**config.mk**
```make
export PLATFORM = sky130hd
export DESIGN_NAME = fault_lifecycle_debounce_monitor_core
export DESIGN_NICKNAME = d
export VERILOG_FILES = /design/src/design/flmon_pkg.sv /design/src/design/flmon_wait_unit.sv /design/src/design/fault_lifecycle_debounce_monitor_core.sv
export SDC_FILE = /design/constraint.sdc
export NUM_CORES = 1
export LEC_CHECK = 0
export BUFFER_PORTS_ARGS = -buffer_cell sky130_fd_sc_hd__buf_2
export CORE_MARGIN = 2
export CORE_UTILIZATION = 42
export CTS_CLUSTER_SIZE = 28
export DETAILED_ROUTE_END_ITERATION = 6
export HOLD_SLACK_MARGIN = 0.08
export SLEW_MARGIN = 15
export SYNTH_ARGS = -nofsm -noshare
export SYNTH_HDL_FRONTEND = slang
export SYNTH_SLANG_ARGS = --single-unit
```
**constraint.sdc**
```tcl
create_clock -name clk -period 5.25 [get_ports clk]
set_input_delay 1.05 -clock clk [delete_from_list [all_inputs] [get_ports clk]]
set_output_delay 1.05 -clock clk [all_outputs]
set_load 0.005 [all_outputs]
```
**src/design/flmon_pkg.sv**
```systemverilog
// Shared types, constants and register field helpers for the fault lifecycle monitor.
package flmon_pkg;

  localparam int TIME_W      = 32;
  localparam int DELAY_W     = 16;
  localparam int SEV_W       = 2;
  localparam int MASK_W      = 4;
  localparam int CFG_FAULTS  = 4;
  localparam int ID_W        = 4;
  localparam int CFG_IDX_W   = 2;
  localparam int CFG_DATA_W  = 64;
  localparam int IN_DATA_W   = 40;
  localparam int OUT_DATA_W  = 48;
  localparam int NUM_FAULTS_DEF = 4;

  // Register reset values
  localparam logic [MASK_W-1:0]        LATCH_RST = 4'd2;
  localparam logic [2*MASK_W-1:0]      SEV_RST   = 8'd174;
  localparam logic [CFG_DATA_W-1:0]    TIMES_RST = '0;

  // Register indexes
  localparam logic [CFG_IDX_W-1:0] REG_LATCH_MASK  = 2'd0;
  localparam logic [CFG_IDX_W-1:0] REG_SEVERITY    = 2'd1;
  localparam logic [CFG_IDX_W-1:0] REG_CONFIRM     = 2'd2;
  localparam logic [CFG_IDX_W-1:0] REG_CLEAR       = 2'd3;

  localparam logic [SEV_W-1:0] SEV_ERROR = 2'd2;

  // Per-fault lifecycle
  typedef enum logic [2:0] {
    LS_INACTIVE   = 3'd0,
    LS_CONFIRMING = 3'd1,
    LS_ACTIVE     = 3'd2,
    LS_CLEARING   = 3'd3,
    LS_LATCHED    = 3'd4
  } life_t;

  // Sequencer
  typedef enum logic [1:0] {
    ST_IDLE,
    ST_STEP,
    ST_SCAN,
    ST_EMIT
  } seq_t;

  // Faults without register bits read zero
  function automatic logic cfg_latch(input logic [MASK_W-1:0] mask, input logic [ID_W-1:0] i);
    logic r;
    r = 1'b0;
    if (i < ID_W'(CFG_FAULTS)) r = mask[i[1:0]];
    return r;
  endfunction

  function automatic logic [SEV_W-1:0] cfg_sev(input logic [2*MASK_W-1:0] tbl,
                                               input logic [ID_W-1:0] i);
    logic [SEV_W-1:0] r;
    r = '0;
    if (i < ID_W'(CFG_FAULTS)) r = tbl[SEV_W*i[1:0] +: SEV_W];
    return r;
  endfunction

  function automatic logic [DELAY_W-1:0] cfg_delay(input logic [CFG_DATA_W-1:0] reg_v,
                                                   input logic [ID_W-1:0] i);
    logic [DELAY_W-1:0] r;
    r = '0;
    if (i < ID_W'(CFG_FAULTS)) r = reg_v[DELAY_W*i[1:0] +: DELAY_W];
    return r;
  endfunction

endpackage

```
**src/design/flmon_wait_unit.sv**
```systemverilog
// Wrap-safe deadline compare: the wait is over once now - (start + delay) is non-negative.
module flmon_wait_unit (
  input  logic [flmon_pkg::TIME_W-1:0]  now_time,
  input  logic [flmon_pkg::TIME_W-1:0]  start_time,
  input  logic [flmon_pkg::DELAY_W-1:0] delay,
  output logic                          over
);
  import flmon_pkg::*;

  logic [TIME_W-1:0] deadline;
  logic [TIME_W-1:0] diff;

  // Deadline modulo 2^32, then signed distance to it
  assign deadline = start_time + TIME_W'(delay);
  assign diff     = now_time - deadline;
  assign over     = ~diff[TIME_W-1];

endmodule

```
**src/design/fault_lifecycle_debounce_monitor_core.sv**
```systemverilog
// Top level of the fault lifecycle debounce monitor.
// Each input item reports one fault's raw condition and a millisecond timestamp; the
// fault steps through inactive, confirming, active, clearing and latched, with confirm
// and clear waits checked wrap-safe by one shared deadline compare unit. A small
// sequencer then scans the faults one per cycle to rebuild the active and latched masks
// and the worst active severity, and one result item follows each report. A valid
// report passes through the step state, the scan state once per fault and the emit state,
// which loads its result into the output register once that register is free; a report
// with an out-of-range fault number goes straight to the emit state and changes nothing.
// The block accepts a new item only when its sequencer is idle; a result waiting in the
// output register does not hold off the next report's processing.
module fault_lifecycle_debounce_monitor_core #(
  parameter int NUM_FAULTS = flmon_pkg::NUM_FAULTS_DEF
) (
  input  logic                              clk,
  input  logic                              rst_n,
  // config write port
  input  logic                              cfg_we,
  input  logic [flmon_pkg::CFG_IDX_W-1:0]   cfg_index,
  input  logic [flmon_pkg::CFG_DATA_W-1:0]  cfg_wdata,
  // input items
  input  logic                              in_tvalid,
  output logic                              in_tready,
  // fields from bit 0: fault_id[3:0], raw_fault[4], now_time[36:5], zero fill
  input  logic [flmon_pkg::IN_DATA_W-1:0]   in_tdata,
  // result items
  output logic                              out_tvalid,
  input  logic                              out_tready,
  // fields from bit 0: id_invalid[0], active_faults[4:1], latched_faults[8:5],
  // worst_severity[10:9], update_time[42:11], error_present[43], zero fill
  output logic [flmon_pkg::OUT_DATA_W-1:0]  out_tdata
);
  import flmon_pkg::*;

  localparam int IDX_W = (NUM_FAULTS > 1) ? $clog2(NUM_FAULTS) : 1;
  localparam logic [IDX_W-1:0] LAST_IDX = IDX_W'(NUM_FAULTS - 1);

  // Configuration registers
  logic [MASK_W-1:0]     latch_mask_r;
  logic [2*MASK_W-1:0]   severity_r;
  logic [CFG_DATA_W-1:0] confirm_r;
  logic [CFG_DATA_W-1:0] clear_r;

  // Sequencer and captured report
  seq_t               state_r, state_nxt;
  logic [IDX_W-1:0]   id_r, id_nxt;
  logic               raw_r, raw_nxt;
  logic [TIME_W-1:0]  now_r, now_nxt;
  logic               invalid_r, invalid_nxt;
  logic [IDX_W-1:0]   scan_idx_r, scan_idx_nxt;

  // Per-fault state
  life_t              life_r  [NUM_FAULTS];
  life_t              life_nxt[NUM_FAULTS];
  logic [TIME_W-1:0]  start_r [NUM_FAULTS];
  logic [TIME_W-1:0]  start_nxt[NUM_FAULTS];

  // Kept aggregates and scan accumulators
  logic [MASK_W-1:0]  active_r, active_nxt;
  logic [MASK_W-1:0]  latched_r, latched_nxt;
  logic [SEV_W-1:0]   top_sev_r, top_sev_nxt;
  logic [TIME_W-1:0]  last_upd_r, last_upd_nxt;
  logic [MASK_W-1:0]  acc_act_r, acc_act_nxt;
  logic [MASK_W-1:0]  acc_lat_r, acc_lat_nxt;
  logic [SEV_W-1:0]   acc_sev_r, acc_sev_nxt;

  // Output register
  logic                  out_valid_r, out_valid_nxt;
  logic [OUT_DATA_W-1:0] out_data_r, out_data_nxt;

  // Shared read port into the fault table
  logic [IDX_W-1:0]   rd_addr;
  life_t              rd_life;
  logic [ID_W-1:0]    rd_id;
  logic [TIME_W-1:0]  wait_start;
  logic [DELAY_W-1:0] wait_delay;
  logic               wait_over;
  logic               rel_latch;
  logic [SEV_W-1:0]   rd_sev;
  logic               in_bad_id;

  assign rd_addr   = (state_r == ST_SCAN) ? scan_idx_r : id_r;
  assign rd_life   = life_r[rd_addr];
  assign rd_id     = ID_W'(rd_addr);
  assign rd_sev    = cfg_sev(severity_r, rd_id);
  assign rel_latch = cfg_latch(latch_mask_r, rd_id);
  assign in_bad_id = (in_tdata[ID_W-1:0] >= ID_W'(NUM_FAULTS - 1) + 1'b1) &&
                     (NUM_FAULTS < 16);

  // Start of the wait: stored phase start while waiting, else the report time
  assign wait_start = (rd_life == LS_CONFIRMING || rd_life == LS_CLEARING) ?
                      start_r[rd_addr] : now_r;
  assign wait_delay = (rd_life == LS_INACTIVE || rd_life == LS_CONFIRMING) ?
                      cfg_delay(confirm_r, rd_id) : cfg_delay(clear_r, rd_id);

  flmon_wait_unit u_wait (
    .now_time   (now_r),
    .start_time (wait_start),
    .delay      (wait_delay),
    .over       (wait_over)
  );

  assign in_tready  = (state_r == ST_IDLE);
  assign out_tvalid = out_valid_r;
  assign out_tdata  = out_data_r;

  // Next state and datapath
  always_comb begin
    life_t rel_state;
    state_nxt    = state_r;
    id_nxt       = id_r;
    raw_nxt      = raw_r;
    now_nxt      = now_r;
    invalid_nxt  = invalid_r;
    scan_idx_nxt = scan_idx_r;
    life_nxt     = life_r;
    start_nxt    = start_r;
    active_nxt   = active_r;
    latched_nxt  = latched_r;
    top_sev_nxt  = top_sev_r;
    last_upd_nxt = last_upd_r;
    acc_act_nxt  = acc_act_r;
    acc_lat_nxt  = acc_lat_r;
    acc_sev_nxt  = acc_sev_r;
    out_data_nxt = out_data_r;
    out_valid_nxt = out_valid_r && !out_tready;
    rel_state    = rel_latch ? LS_LATCHED : LS_INACTIVE;

    unique case (state_r)
      ST_IDLE: begin
        if (in_tvalid) begin
          id_nxt      = in_tdata[IDX_W-1:0];
          raw_nxt     = in_tdata[ID_W];
          now_nxt     = in_tdata[ID_W+1 +: TIME_W];
          invalid_nxt = in_bad_id;
          state_nxt   = in_bad_id ? ST_EMIT : ST_STEP;
        end
      end
      ST_STEP: begin
        // One lifecycle step of the reported fault
        case (rd_life)
          LS_INACTIVE: begin
            if (raw_r) begin
              start_nxt[id_r] = now_r;
              life_nxt[id_r]  = wait_over ? LS_ACTIVE : LS_CONFIRMING;
            end
          end
          LS_CONFIRMING: begin
            if (!raw_r) life_nxt[id_r] = LS_INACTIVE;
            else if (wait_over) life_nxt[id_r] = LS_ACTIVE;
          end
          LS_ACTIVE: begin
            if (!raw_r) begin
              start_nxt[id_r] = now_r;
              life_nxt[id_r]  = wait_over ? rel_state : LS_CLEARING;
            end
          end
          LS_CLEARING: begin
            if (raw_r) life_nxt[id_r] = LS_ACTIVE;
            else if (wait_over) life_nxt[id_r] = rel_state;
          end
          default: life_nxt[id_r] = LS_LATCHED;
        endcase
        scan_idx_nxt = '0;
        acc_act_nxt  = '0;
        acc_lat_nxt  = '0;
        acc_sev_nxt  = '0;
        state_nxt    = ST_SCAN;
      end
      ST_SCAN: begin
        // Fold one fault into the masks and worst severity
        if (rd_life == LS_ACTIVE) begin
          acc_act_nxt = acc_act_r | (MASK_W'(1) << scan_idx_r);
          if (rd_sev > acc_sev_r) acc_sev_nxt = rd_sev;
        end
        if (rd_life == LS_LATCHED) begin
          acc_lat_nxt = acc_lat_r | (MASK_W'(1) << scan_idx_r);
        end
        if (scan_idx_r == LAST_IDX) begin
          active_nxt   = acc_act_nxt;
          latched_nxt  = acc_lat_nxt;
          top_sev_nxt  = acc_sev_nxt;
          last_upd_nxt = now_r;
          state_nxt    = ST_EMIT;
        end else begin
          scan_idx_nxt = scan_idx_r + 1'b1;
        end
      end
      ST_EMIT: begin
        // Load the result once the output register is free
        if (!out_valid_r || out_tready) begin
          out_data_nxt = OUT_DATA_W'({
            ((latched_r != '0) || (top_sev_r >= SEV_ERROR)),
            last_upd_r, top_sev_r, latched_r, active_r, invalid_r});
          out_valid_nxt = 1'b1;
          state_nxt     = ST_IDLE;
        end
      end
      default: state_nxt = ST_IDLE;
    endcase
  end

  // Control registers and kept state
  always_ff @(posedge clk) begin
    if (!rst_n) begin
      state_r     <= ST_IDLE;
      out_valid_r <= 1'b0;
      active_r    <= '0;
      latched_r   <= '0;
      top_sev_r   <= '0;
      last_upd_r  <= '0;
      for (int i = 0; i < NUM_FAULTS; i++) life_r[i] <= LS_INACTIVE;
    end else begin
      state_r     <= state_nxt;
      out_valid_r <= out_valid_nxt;
      active_r    <= active_nxt;
      latched_r   <= latched_nxt;
      top_sev_r   <= top_sev_nxt;
      last_upd_r  <= last_upd_nxt;
      life_r      <= life_nxt;
    end
  end

  // Payload registers
  always_ff @(posedge clk) begin
    id_r       <= id_nxt;
    raw_r      <= raw_nxt;
    now_r      <= now_nxt;
    invalid_r  <= invalid_nxt;
    scan_idx_r <= scan_idx_nxt;
    start_r    <= start_nxt;
    acc_act_r  <= acc_act_nxt;
    acc_lat_r  <= acc_lat_nxt;
    acc_sev_r  <= acc_sev_nxt;
    out_data_r <= out_data_nxt;
  end

  // Configuration writes
  always_ff @(posedge clk) begin
    if (!rst_n) begin
      latch_mask_r <= LATCH_RST;
      severity_r   <= SEV_RST;
      confirm_r    <= TIMES_RST;
      clear_r      <= TIMES_RST;
    end else if (cfg_we) begin
      unique case (cfg_index)
        REG_LATCH_MASK: latch_mask_r <= cfg_wdata[MASK_W-1:0];
        REG_SEVERITY:   severity_r   <= cfg_wdata[2*MASK_W-1:0];
        REG_CONFIRM:    confirm_r    <= cfg_wdata;
        REG_CLEAR:      clear_r      <= cfg_wdata;
        default: ;
      endcase
    end
  end

endmodule

```
==> results.md, run 1 <==
- Post-Syn Area: 0.01787 mm2
- Synth Area in Compound Gates: 8.792%
- Slack of the critical path: -0.1352 ns
- Clk_skew: 0.006629 ns
- Residual DRC: 0
- Max_cap viols: 0
- Post-synthesis mux area share: 6.643%
- Initial antenna violation count: 8
- Sw frac: 32.40%
- Status: finished, violations left
- Failing checks: negative setup slack
- Synth area leaders: edfxtp_1 (37%), dfxtp_1 (22%), nand2_1 (11%)
- GR Overflow Total: 0
- Post-layout min period: 5.385 ns
- Final instance area: 0.02142 mm2
- Crit path launch: state_r[0]$_SDFFE_PN0P_
- IO buf count: 153
- GPL Wtd Cong: 0.8050
- Seq pwr share: 39.1%
- Initial core utilization: 42.61%
- Final Hold Vio Count: 0
- Worst ir drop on vdd: 217.7 uV
- Final core occ: 51.07%
- Die W: 210.3 um
- Critical path class: reg -> reg
- Post-Syn Instances: 1,704
- DP HPWL: 28,210 um
- Post-route ant nets: 0
- Top cell type's share of synthesized area: 36.96%
- CP Launch Type: register
- Clk buf depth: 3
- Async SR Flop Fraction: 0%
- Final wirelength: 44,010 um
- TNS Setup: -1.091 ns
- Post-synth top cells: nand2_1 (515), edfxtp_1 (220), dfxtp_1 (197)
- Vias: 12,770
- Critical path fanouts, max: 29
- Combinational family with the most area after synthesis: simple AND/OR/NAND/NOR gates
- Worst min path class: reg -> reg
- Routed WL per cell: 17.92 um
- Clock Tree Root: clkbuf_16
- Flops & latches, synth: 417
- Drt pass-1 iters: 5
- 1st-iter DRT viols: 880
- Max-slew headroom: 25.96%
- Sequential share of the synthesized area: 59.02%
- Die ar.: 0.04422 mm2
- Power Internal: 7.023 mW
- Yosys cell types: 56
- Post-synthesis adder-cell area fraction: 5.628%
- Std-Cell Rows: 75
- Count leader, synth: nand2_1
- RSZ-0062 raised after global routing: true
- Largest net degree at the start of global routing: 111
- CORE AREA: 0.04195 mm2
- Layout area overhead: 19.85%
- GRT Util Overall: 20.04%
- CTS tree: yes
- First-pass GRT wire length: 68,630 um
- XOR/XNOR share of the synthesized area: 0.3780%
- Fraction of layout cells with a size suffix above 1: 21.31%
- Worst Min Path Start: invalid_r$_DFFE_PP_
- Number of global-route vias before repair: 12,310
- Htree depth: 2
- Vias/cell: 5.201
- TritonCTS Buffers: 45
- Worst r2r src: state_r[0]$_SDFFE_PN0P_
- Clock sinks: 417
- Fmax achieved: 185.7 MHz
- Worst setup EP type: register
- Synthesized area per cell: 10.49 um2
- NetSw: 3.365 mW
- Warnings from Yosys: 0
- Area share of and/or/nand/nor cells after synthesis: 15.49%
- IO Pins: 161
- Slew of the pin with the lowest slew margin: 1.111 ns
- Required time of the critical path: 5.74 ns
- Pre-CTS setup slack: -0.4360 ns
- Die Ht: 210.3 um
- Post-synth top area cell: edfxtp_1
- Crit path DAT: 5.88 ns
- Comb power frac: 32.2%
- Layout Nets: 2,064
- Power share of the clock group: 28.7%
- DP Area: 0.01961 mm2
- Final max-slew violation count: 0
- Leakage: 7.790 nW
- Post-synth EDFFs: 220
- Clock Latency Late Sink: 0.56 ns
- Period utilization: 102.6%
- Top FF cell, synth: edfxtp_1
- CTS clk-pin slew, worst paths: 0.06 ns
- Setup Viol. Count Final: 12
- Final Power: 10.39 mW
- Pwr dens: 484.9 mW/mm2
## power by group through the flow
stage	sequential [mW]	combinational, mW	clock [mW]
finish	4.06	3.35	2.98
global route	4.10	3.73	3.19
CTS	4.07	3.18	3.06
detailed placement	4.13	2.99	0
global placement	4.12	2.92	0
floorplan	4.06	1.98	0
## routing by layer
metal	wire, um	vias up	global-route usage [%]
li1	-	6219	-
met1	19850	6185	27.15
met2	20800	282	32.62
met3	2439	68	4.678
met4	835	14	4.989
met5	82	-	0
## cells by family after synthesis
logic type                 after synthesis
muxes                                   67
other                                    1
DFF                                    417
AOI/OAI and AO/OA                      277
adders and majority gates               72
and+or+nand+nor                        681
xor gates and xnor gates                 6
buffers and inverters                  183
## through the flow
step	cells	hold slack, ns
floorplan	1707	0.4003
global placement	2364	0.4063
detailed placement	2364	0.4081
CTS	2451	0.4241
global route	2455	0.4302
finish	2455	0.4233
## path summary, 6_finish.rpt
| check | to | slack, ns | depth (start not counted) |
|---|---|---|---|
| max | life_r[4]$_SDFFE_PN0P_ | -0.14 | 24 |
| min | out_tdata[0]$_DFFE_PP_ | 0.42 | 0 |
| max reg2reg | life_r[4]$_SDFFE_PN0P_ | -0.14 | 24 |
| min reg2reg | out_tdata[0]$_DFFE_PP_ | 0.42 | 0 |
## layout by cell type (no fill, tap or decap), types with 4 or more instances in the layout
master,n
ha_4,9
ha_1,49
buf_6,7
nand3_1,62
nand3_2,6
clkinv_2,7
o21ai_1,6
a311oi_2,4
nand2_1,510
o21ai_0,26
a311oi_1,4
mux2i_1,23
clkinvlp_4,4
clkbuf_16,47
inv_1,79
mux4_2,38
nand4_1,5
nand2_2,6
buf_4,61
nor2_4,6
clkbuf_1,14
conb_1,4
edfxtp_1,220
clkinv_1,5
a211oi_1,11
and3_1,5
a21o_1,4
a31oi_1,7
nor2_1,39
nand2b_1,5
fa_1,13
buf_12,6
nor2b_1,6
nor3_1,6
dfxtp_1,195
and2_1,5
buf_2,153
a21oi_1,183
## final cells by class
class	instances	area, um2
Tap cell	539	674.4
Clock inverter	18	122.6
Timing Repair Buffer	229	1453
Multi-Input combinational cell	1107	7053
Sequential cell	417	10550
Inverter	81	309.0
Fill cell	3792	20520
Clock buffer	63	1256
Antenna cell	1	2.502
## state kept, by name (all words and copies together), names as in the netlist, 4 cells and up
| signal | cells |
|---|---|
| clear_r | 64 |
| latched_r | 4 |
| confirm_r | 64 |
| latch_mask_r | 4 |
| out_tdata | 44 |
| acc_act_r | 4 |
| life_r | 12 |
| severity_r | 8 |
| active_r | 4 |
| now_r | 32 |
| acc_lat_r | 4 |
| start_r | 128 |
| last_upd_r | 32 |
## worst max-delay path, cell delays in order, from the launching register on
cell and delay (ns):
dfxtp_2 0.33, inv_2 0.07, ha_4 0.15, buf_4 0.16
mux2i_4 0.33, mux4_2 0.42, or2_4 0.31, buf_12 0.17
nand2_1 0.07, and3_1 0.15, a311oi_1 0.04, buf_4 0.16
a31oi_1 0.13, buf_4 0.15, fa_1 0.46, ha_4 0.30
nand4_1 0.14, a21oi_4 0.17, o311ai_4 0.12, a2111oi_4 0.43
nor2_4 0.11, xnor2_4 0.38, a211o_1 0.25, buf_6 0.12
mux2i_1 0.16
## what timing repair did
item / in CTS / in global routing
gates cloned: 1 / 0
gates resized for setup: 27 / 40
pin swaps: 31 / 28
setup buffers: 5 / 5
endpoints found under the setup margin: 12 / 12
hold buffers: 0 / 0
(Power assumes the default switching activity.)
==> inputs of run 2 (changes only) <==
==> constraint.sdc (replaced) <==
create_clock -name clk -period 5.25 [get_ports clk]
set_input_delay 0 -clock clk [delete_from_list [all_inputs] [get_ports clk]]
set_output_delay 0 -clock clk [all_outputs]
set_load 0.005 [all_outputs]
==> results.md, run 2 (same netlist as run 1, synthesis figures left out) <==
- CP Launch Type: register
- Worst Min Path Start: in_tdata[19]
- Layout area overhead: 28.06%
- Slack of the critical path: -0.2141 ns (-0.07885 ns)
- GRT Util Overall: 21.29% (+1.2 points)
- Drt pass-1 iters: 6 (+1)
- 1st-iter DRT viols: 899 (+2.2%)
- Residual DRC: 0 (unchanged)
- Initial antenna violation count: 0 (-8)
- Die Ht: 210.3 um (unchanged)
- Clk buf depth: 3 (unchanged)
- Sw frac: 32.56% (+0.16 points)
- Worst setup EP type: register
- Fmax achieved: 183.0 MHz (-1.4%)
- Post-route ant nets: 0 (unchanged)
- DP HPWL: 28,990 um (+2.8%)
- GPL Wtd Cong: 0.8357 (+3.8%)
- Max_cap viols: 0 (unchanged)
- Status: finished, violations left
- Vias: 13,450 (+5.3%)
- Failing checks: negative setup slack
- Final max-slew violation count: 0 (unchanged)
- GR Overflow Total: 0 (unchanged)
- Clk_skew: 0.01785 ns (+0.01122 ns)
- Number of flip-flops under the largest register name: 128 (unchanged)
- Max-slew headroom: 28.95% (+3.0 points)
- Crit path DAT: 5.92 ns (+0.04 ns)
- Power Internal: 7.272 mW (+3.6%)
- Storage element area: 0.01055 mm2 (unchanged)
- Commonest non-fill, non-tap cells in the layout: nand2_1 (504), edfxtp_1 (220), dfxtp_1 (195), a21oi_1 (182), buf_2 (153)
- Commonest non-fill, non-tap cell in the layout: nand2_1
- Critical path class: reg -> reg
- Final wirelength: 46,940 um (+6.7%)
- Htree depth: 2 (unchanged)
- Crit path launch: state_r[0]$_SDFFE_PN0P_
- Top reg by flops: start_r
- Period utilization: 104.1% (+1.5 points)
- Fillers: 3,610 (-4.8%)
- Setup Viol. Count Final: 12 (unchanged)
- CTS tree: yes
- Worst min path class: in -> reg
- NetSw: 3.511 mW (+4.3%)
- Fraction of layout cells with a size suffix above 1: 21.60% (+0.29 points)
- Placed cells: 2,351 (-0.55%)
- Leakage: 8.402 nW (+7.9%)
- Worst ir drop on vdd: 272.6 uV (+25%)
- Required time of the critical path: 5.70 ns (-0.04 ns)
- Reg2reg path depth: 21 (-13%)
- WHS Path Cells: 2 (+2)
- Worst r2r src: state_r[0]$_SDFFE_PN0P_
- Power share of the clock group: 29.4% (+0.7 points)
- Std-Cell Rows: 75 (unchanged)
- Ant diodes: 0 (-1)
- Initial core utilization: 42.61% (unchanged)
- Final instance area: 0.02289 mm2 (+6.8%)
- CORE AREA: 0.04195 mm2 (unchanged)
- Clock sinks: 417 (unchanged)
- First-pass GRT wire length: 73,490 um (+7.1%)
- CTS clk-pin slew, worst paths: 0.07 ns (about the same)
- Clock Latency Late Sink: 0.58 ns (+0.02 ns)
- Layout Nets: 2,182 (+5.7%)
- Die W: 210.3 um (unchanged)
- Routed WL per cell: 18.22 um (+1.6%)
- Vias/cell: 5.219 (+0.36%)
- Seq pwr share: 37.7% (-1.4 points)
- Comb power frac: 32.9% (+0.7 points)
- Largest regs: start_r (128), clear_r (64), confirm_r (64)
- Critical path fanouts, max: 11 (-62%)
- Final non-filler cell total: 2,576 (+4.9%)
- DP Area: 0.01954 mm2 (-0.37%)
- Worst-case hold slack: 0.1370 ns (-0.2862 ns)
- IO Pins: 161 (unchanged)
- Final Hold Vio Count: 0 (unchanged)
- IO buf count: 153 (unchanged)
- TritonCTS Buffers: 46 (+2.2%)
- Setup slack, reg-to-reg: -0.21 ns (-0.08 ns)
- Largest net degree at the start of global routing: 132 (+19%)
- Number of global-route vias before repair: 13,380 (+8.6%)
- Die ar.: 0.04422 mm2 (unchanged)
- Post-layout min period: 5.464 ns (+0.07885 ns)
- Clock Tree Root: clkbuf_16
- Footprint of the multi-input gates: 0.007168 mm2 (+1.6%)
- Pwr dens: 471.1 mW/mm2 (-2.8%)
- RSZ-0062 raised after global routing: true
- Slew of the pin with the lowest slew margin: 1.066 ns (-0.04474 ns)
## run 2: cell types whose count changed in the layout (fill, tap and decap cells not counted), moves of 4 or more
cell	previous run	this run
dlygate4sd3_1	0	113
nand2_1	510	504
nand2_2	6	12
nand3_1	62	56
nand3_2	6	12
a31oi_1	7	3
## run 2: cell type report
type	count	area share, %
Tap cell	539	2.946
Sequential cell	417	46.10
Timing Repair Buffer	345	11.79
Clock inverter	20	0.7762
Clock buffer	66	5.718
Multi-Input combinational cell	1108	31.32
Inverter	81	1.350
## run 2: layer usage
| metal | global-route usage, % | share of wire (%) |
|---|---|---|
| met5 | 0 | 0 |
| met1 | 29.01 | 44 |
| met2 | 34.55 | 47 |
| met4 | 7.263 | 3.0 |
| met3 | 3.650 | 5.2 |
## run 2: timing repair
action,CTS,global route
resized for setup,30,58
setup endpoints to repair,12,12
buffers inserted,21,1
hold buffers,113,0
gates cloned,3,2
pin swaps,26,43
endpoints found under the hold margin,190,0
## run 2: stage by stage
| step | setup slack [ns] | utilization [%] | setup TNS, ns | total power [mW] |
|---|---|---|---|---|
| floorplan | 0.0001652 | - | 0 | 6.045 |
| global placement | -0.2503 | 46.58 | -2.632 | 6.987 |
| detailed placement | -0.3435 | 46.58 | -3.578 | 7.066 |
| CTS | -0.1297 | 53.73 | -1.093 | 10.59 |
| global route | -0.3915 | 54.57 | -3.765 | 11.39 |
| finish | -0.2141 | 54.57 | -1.573 | 10.78 |
## run 2: worst max-delay path, cell delays in order (launching register included)
cell and delay (ns):
dfxtp_2 0.33, inv_2 0.08, ha_4 0.16, mux2i_4 0.31
mux4_2 0.60, or2_4 0.35, bufbuf_16 0.30, nand2_1 0.07
nand3_1 0.17, a31oi_4 0.28, fa_1 0.44, ha_1 0.30
nand4_1 0.15, a31oi_2 0.25, a2111oi_4 0.08, a2111oi_4 0.45
nor2_4 0.11, buf_6 0.15, xnor2_4 0.15, a211o_1 0.35
buf_6 0.13, mux2i_1 0.11
## run 2: final timing paths
kind                                                 to
worst max-delay path             life_r[6]$_SDFFE_PN0P_
worst min-delay path                now_r[14]$_DFFE_PP_
worst max register to register   life_r[6]$_SDFFE_PN0P_
worst min register to register  out_tdata[32]$_DFFE_PP_
## run 2: power by group through the flow
stage               registers, mW  clock network [mW]  logic, mW
detailed placement           4.14                   0       2.93
finish                       4.07                3.17       3.55
floorplan                    4.06                   0       1.98
CTS                          4.07                3.24       3.27
global route                 4.11                3.37       3.92
global placement             4.13                   0       2.86
==> inputs of run 3 (changes only) <==
clock period = 5.1 ns   (was 5.25 ns; I/O delays follow)
==> results.md, run 3 (same netlist as run 1, synthesis figures left out) <==
- Initial antenna violation count: 0 (unchanged)
- Period utilization: 103.8% (-0.30 points)
- Slew of the pin with the lowest slew margin: 1.030 ns (-0.03601 ns)
- Clock sinks: 417 (unchanged)
- Vias: 13,460 (+0.11%)
- Post-layout min period: 5.292 ns (-0.1716 ns)
- Crit path DAT: 5.77 ns (-0.15 ns)
- Post-route ant nets: 0 (unchanged)
- Crit-path cells: inv_2 -> ha_4 -> mux2i_4 -> mux4_2 -> buf_6 -> nor2_4 -> buf_6 -> buf_6 -> nand2_1 -> and3_4 -> a311oi_2 -> a31oi_2 -> fa_1 -> ha_4 -> nand3_1 -> a31oi_2 -> a2111oi_4 -> a2111oi_4 -> nor2_4 -> xnor2_4 -> a211o_1 -> buf_6 -> mux2i_1
- Final instance area: 0.02300 mm2 (+0.46%)
- Drt pass-1 iters: 5 (-1)
- Sw frac: 31.97% (-0.59 points)
- Max_cap viols: 0 (unchanged)
- Most used cell, CP: buf_6
- Storage element area: 0.01055 mm2 (unchanged)
- Die W: 210.3 um (unchanged)
- DP Area: 0.01960 mm2 (+0.31%)
- DP HPWL: 30,210 um (+4.2%)
- Die Ht: 210.3 um (unchanged)
- Critical path fanouts, max: 8 (-3)
- Pwr dens: 483.3 mW/mm2 (+2.6%)
- Clk_skew: 0.02431 ns (+0.006460 ns)
- Status: finished, violations left
- Final core occ: 54.82% (+0.25 points)
- IO buf count: 153 (unchanged)
- Residual DRC: 0 (unchanged)
- Pre-CTS setup slack: -0.5032 ns (-0.1596 ns)
- CTS tree: yes
- Required time of the critical path: 5.58 ns (-0.12 ns)
- Final max-slew violation count: 0 (unchanged)
- Uppermost layer routed: met4
- Met2 Wirelength: 22,470 um (+1.2%)
- Slack of the critical path: -0.1925 ns (+0.02162 ns)
- Worst setup EP type: register
- Clock Latency Late Sink: 0.57 ns (about the same)
- Largest regs: start_r (128), clear_r (64), confirm_r (64)
- Final wirelength: 47,440 um (+1.1%)
- Worst ir drop on vdd: 271.8 uV (-0.29%)
- Leakage: 8.477 nW (+0.90%)
- Worst Min Path Start: in_tdata[31]
- Final Hold Vio Count: 0 (unchanged)
- Layout Nets: 2,186 (+0.18%)
- Power Internal: 7.561 mW (+4.0%)
- Max-slew headroom: 31.35% (+2.4 points)
- GRT Util Overall: 21.43% (+0.14 points)
- Number of flip-flops under the largest register name: 128 (unchanged)
- First-pass GRT wire length: 73,880 um (+0.53%)
- Ant diodes: 0 (unchanged)
- CORE AREA: 0.04195 mm2 (unchanged)
- Clk buf depth: 3 (unchanged)
- Seq pwr share: 37.7% (about the same)
- NetSw: 3.553 mW (+1.2%)
- Vias/cell: 5.221 (about the same)
- TritonCTS Buffers: 45 (-2.2%)
- Initial core utilization: 42.61% (unchanged)
- CP max-delay cell: mux4_2
- Largest net degree at the start of global routing: 69 (-48%)
- Power share of the clock group: 29.7% (+0.3 points)
- Setup Viol. Count Final: 12 (unchanged)
- Htree depth: 2 (unchanged)
- Commonest non-fill, non-tap cells in the layout: nand2_1 (504), edfxtp_1 (220), dfxtp_1 (195), a21oi_1 (181), buf_2 (153)
- Std-Cell Rows: 75 (unchanged)
- Fillers: 3,614 (+0.11%)
- Wl on met1: 21,150 um (+1.4%)
- Die ar.: 0.04422 mm2 (unchanged)
- Layout area overhead: 28.65%
- Crit path largest cell delay: 0.58 ns (-0.02 ns)
- Crit path launch: state_r[0]$_SDFFE_PN0P_
- Worst r2r src: state_r[0]$_SDFFE_PN0P_
- Failing checks: negative setup slack
- GPL Wtd Cong: 0.8602 (+2.9%)
- Fraction of layout cells with a size suffix above 1: 22.61% (+1.0 points)
- Clock Tree Root: clkbuf_16
- Worst min path class: in -> reg
- Top reg by flops: start_r
- Critical path class: reg -> reg
- TNS Setup: -1.813 ns (-0.2401 ns)
- Routed wl met3: 2465 um (+0.90%)
- Routed WL per cell: 18.40 um (+0.99%)
- CP Launch Type: register
- Commonest non-fill, non-tap cell in the layout: nand2_1
- 1st-iter DRT viols: 940 (+4.6%)
- IO Pins: 161 (unchanged)
- Number of global-route vias before repair: 13,160 (-1.6%)
- Footprint of the multi-input gates: 0.007174 mm2 (about the same)
- Fmax achieved: 188.9 MHz (+3.2%)
- Comb power frac: 32.6% (-0.3 points)
- GR Overflow Total: 0 (unchanged)
- RSZ-0062 raised after global routing: true
- CTS clk-pin slew, worst paths: 0.06 ns (about the same)
run 3: what timing repair did:
action | in CTS | in global routing
hold buffers | 107 | 0
gates cloned | 4 | 0
pin swaps | 45 | 41
buffers inserted | 23 | 3
gates resized for setup | 48 | 64
endpoints found under the hold margin | 190 | 0
setup endpoints to repair | 12 | 12
run 3: power by group through the flow:
stage	sequential, mW	combinational [mW]	clock, mW
6_report	4.19	3.62	3.31
5_1_grt	4.23	3.99	3.50
3_3_place_gp	4.25	2.95	0
3_5_place_dp	4.26	3.01	0
2_1_floorplan	4.18	2.05	0
4_1_cts	4.19	3.39	3.38
run 3: final cells by class:
type | count | area share (%)
tap | 539 | 2.933
inverter | 81 | 1.333
sequential | 417 | 45.89
timing repair buffer | 351 | 12.15
clock buffer | 67 | 5.659
clock inverter | 16 | 0.8379
multi-input combinational | 1107 | 31.20
run 3: final timing paths:
check,endpoint,slack [ns],cells past startpoint
hold reg to reg,out_tdata[0]$_DFFE_PP_,0.41,0
hold / removal,now_r[26]$_DFFE_PP_,0.14,2
setup / recovery,life_r[4]$_SDFFE_PN0P_,-0.19,23
setup reg to reg,life_r[4]$_SDFFE_PN0P_,-0.19,23
run 3: per-stage QoR:
step                      cells  hold WS, ns  power (mW)
after floorplan            1707      0.09887       6.232
after global placement     2362       0.1790       7.200
after detailed placement   2362       0.1787       7.274
after CTS                  2576       0.1097       10.96
after global routing       2578       0.1276       11.72
final                      2578       0.1436       11.11
run 3: layer usage:
metal | global-route usage [%] | up-vias
li1 | - | 6471
met1 | 29.38 | 6545
met2 | 35.07 | 366
met3 | 2.980 | 78
met4 | 7.361 | 0
met5 | 0 | -
run 3: worst max-delay path, delay by kind of cell, from the launching register on:
kind | cells | cell delay (ns)
XOR/XNOR | 1 | 0.37
AO/OA/AOI/OAI | 6 | 1.33
buffers and inverters | 5 | 0.58
AND/OR/NAND/NOR | 5 | 0.58
flip-flops | 1 | 0.32
multiplexers | 3 | 1.04
adder cells (fa/ha/maj) | 3 | 0.98
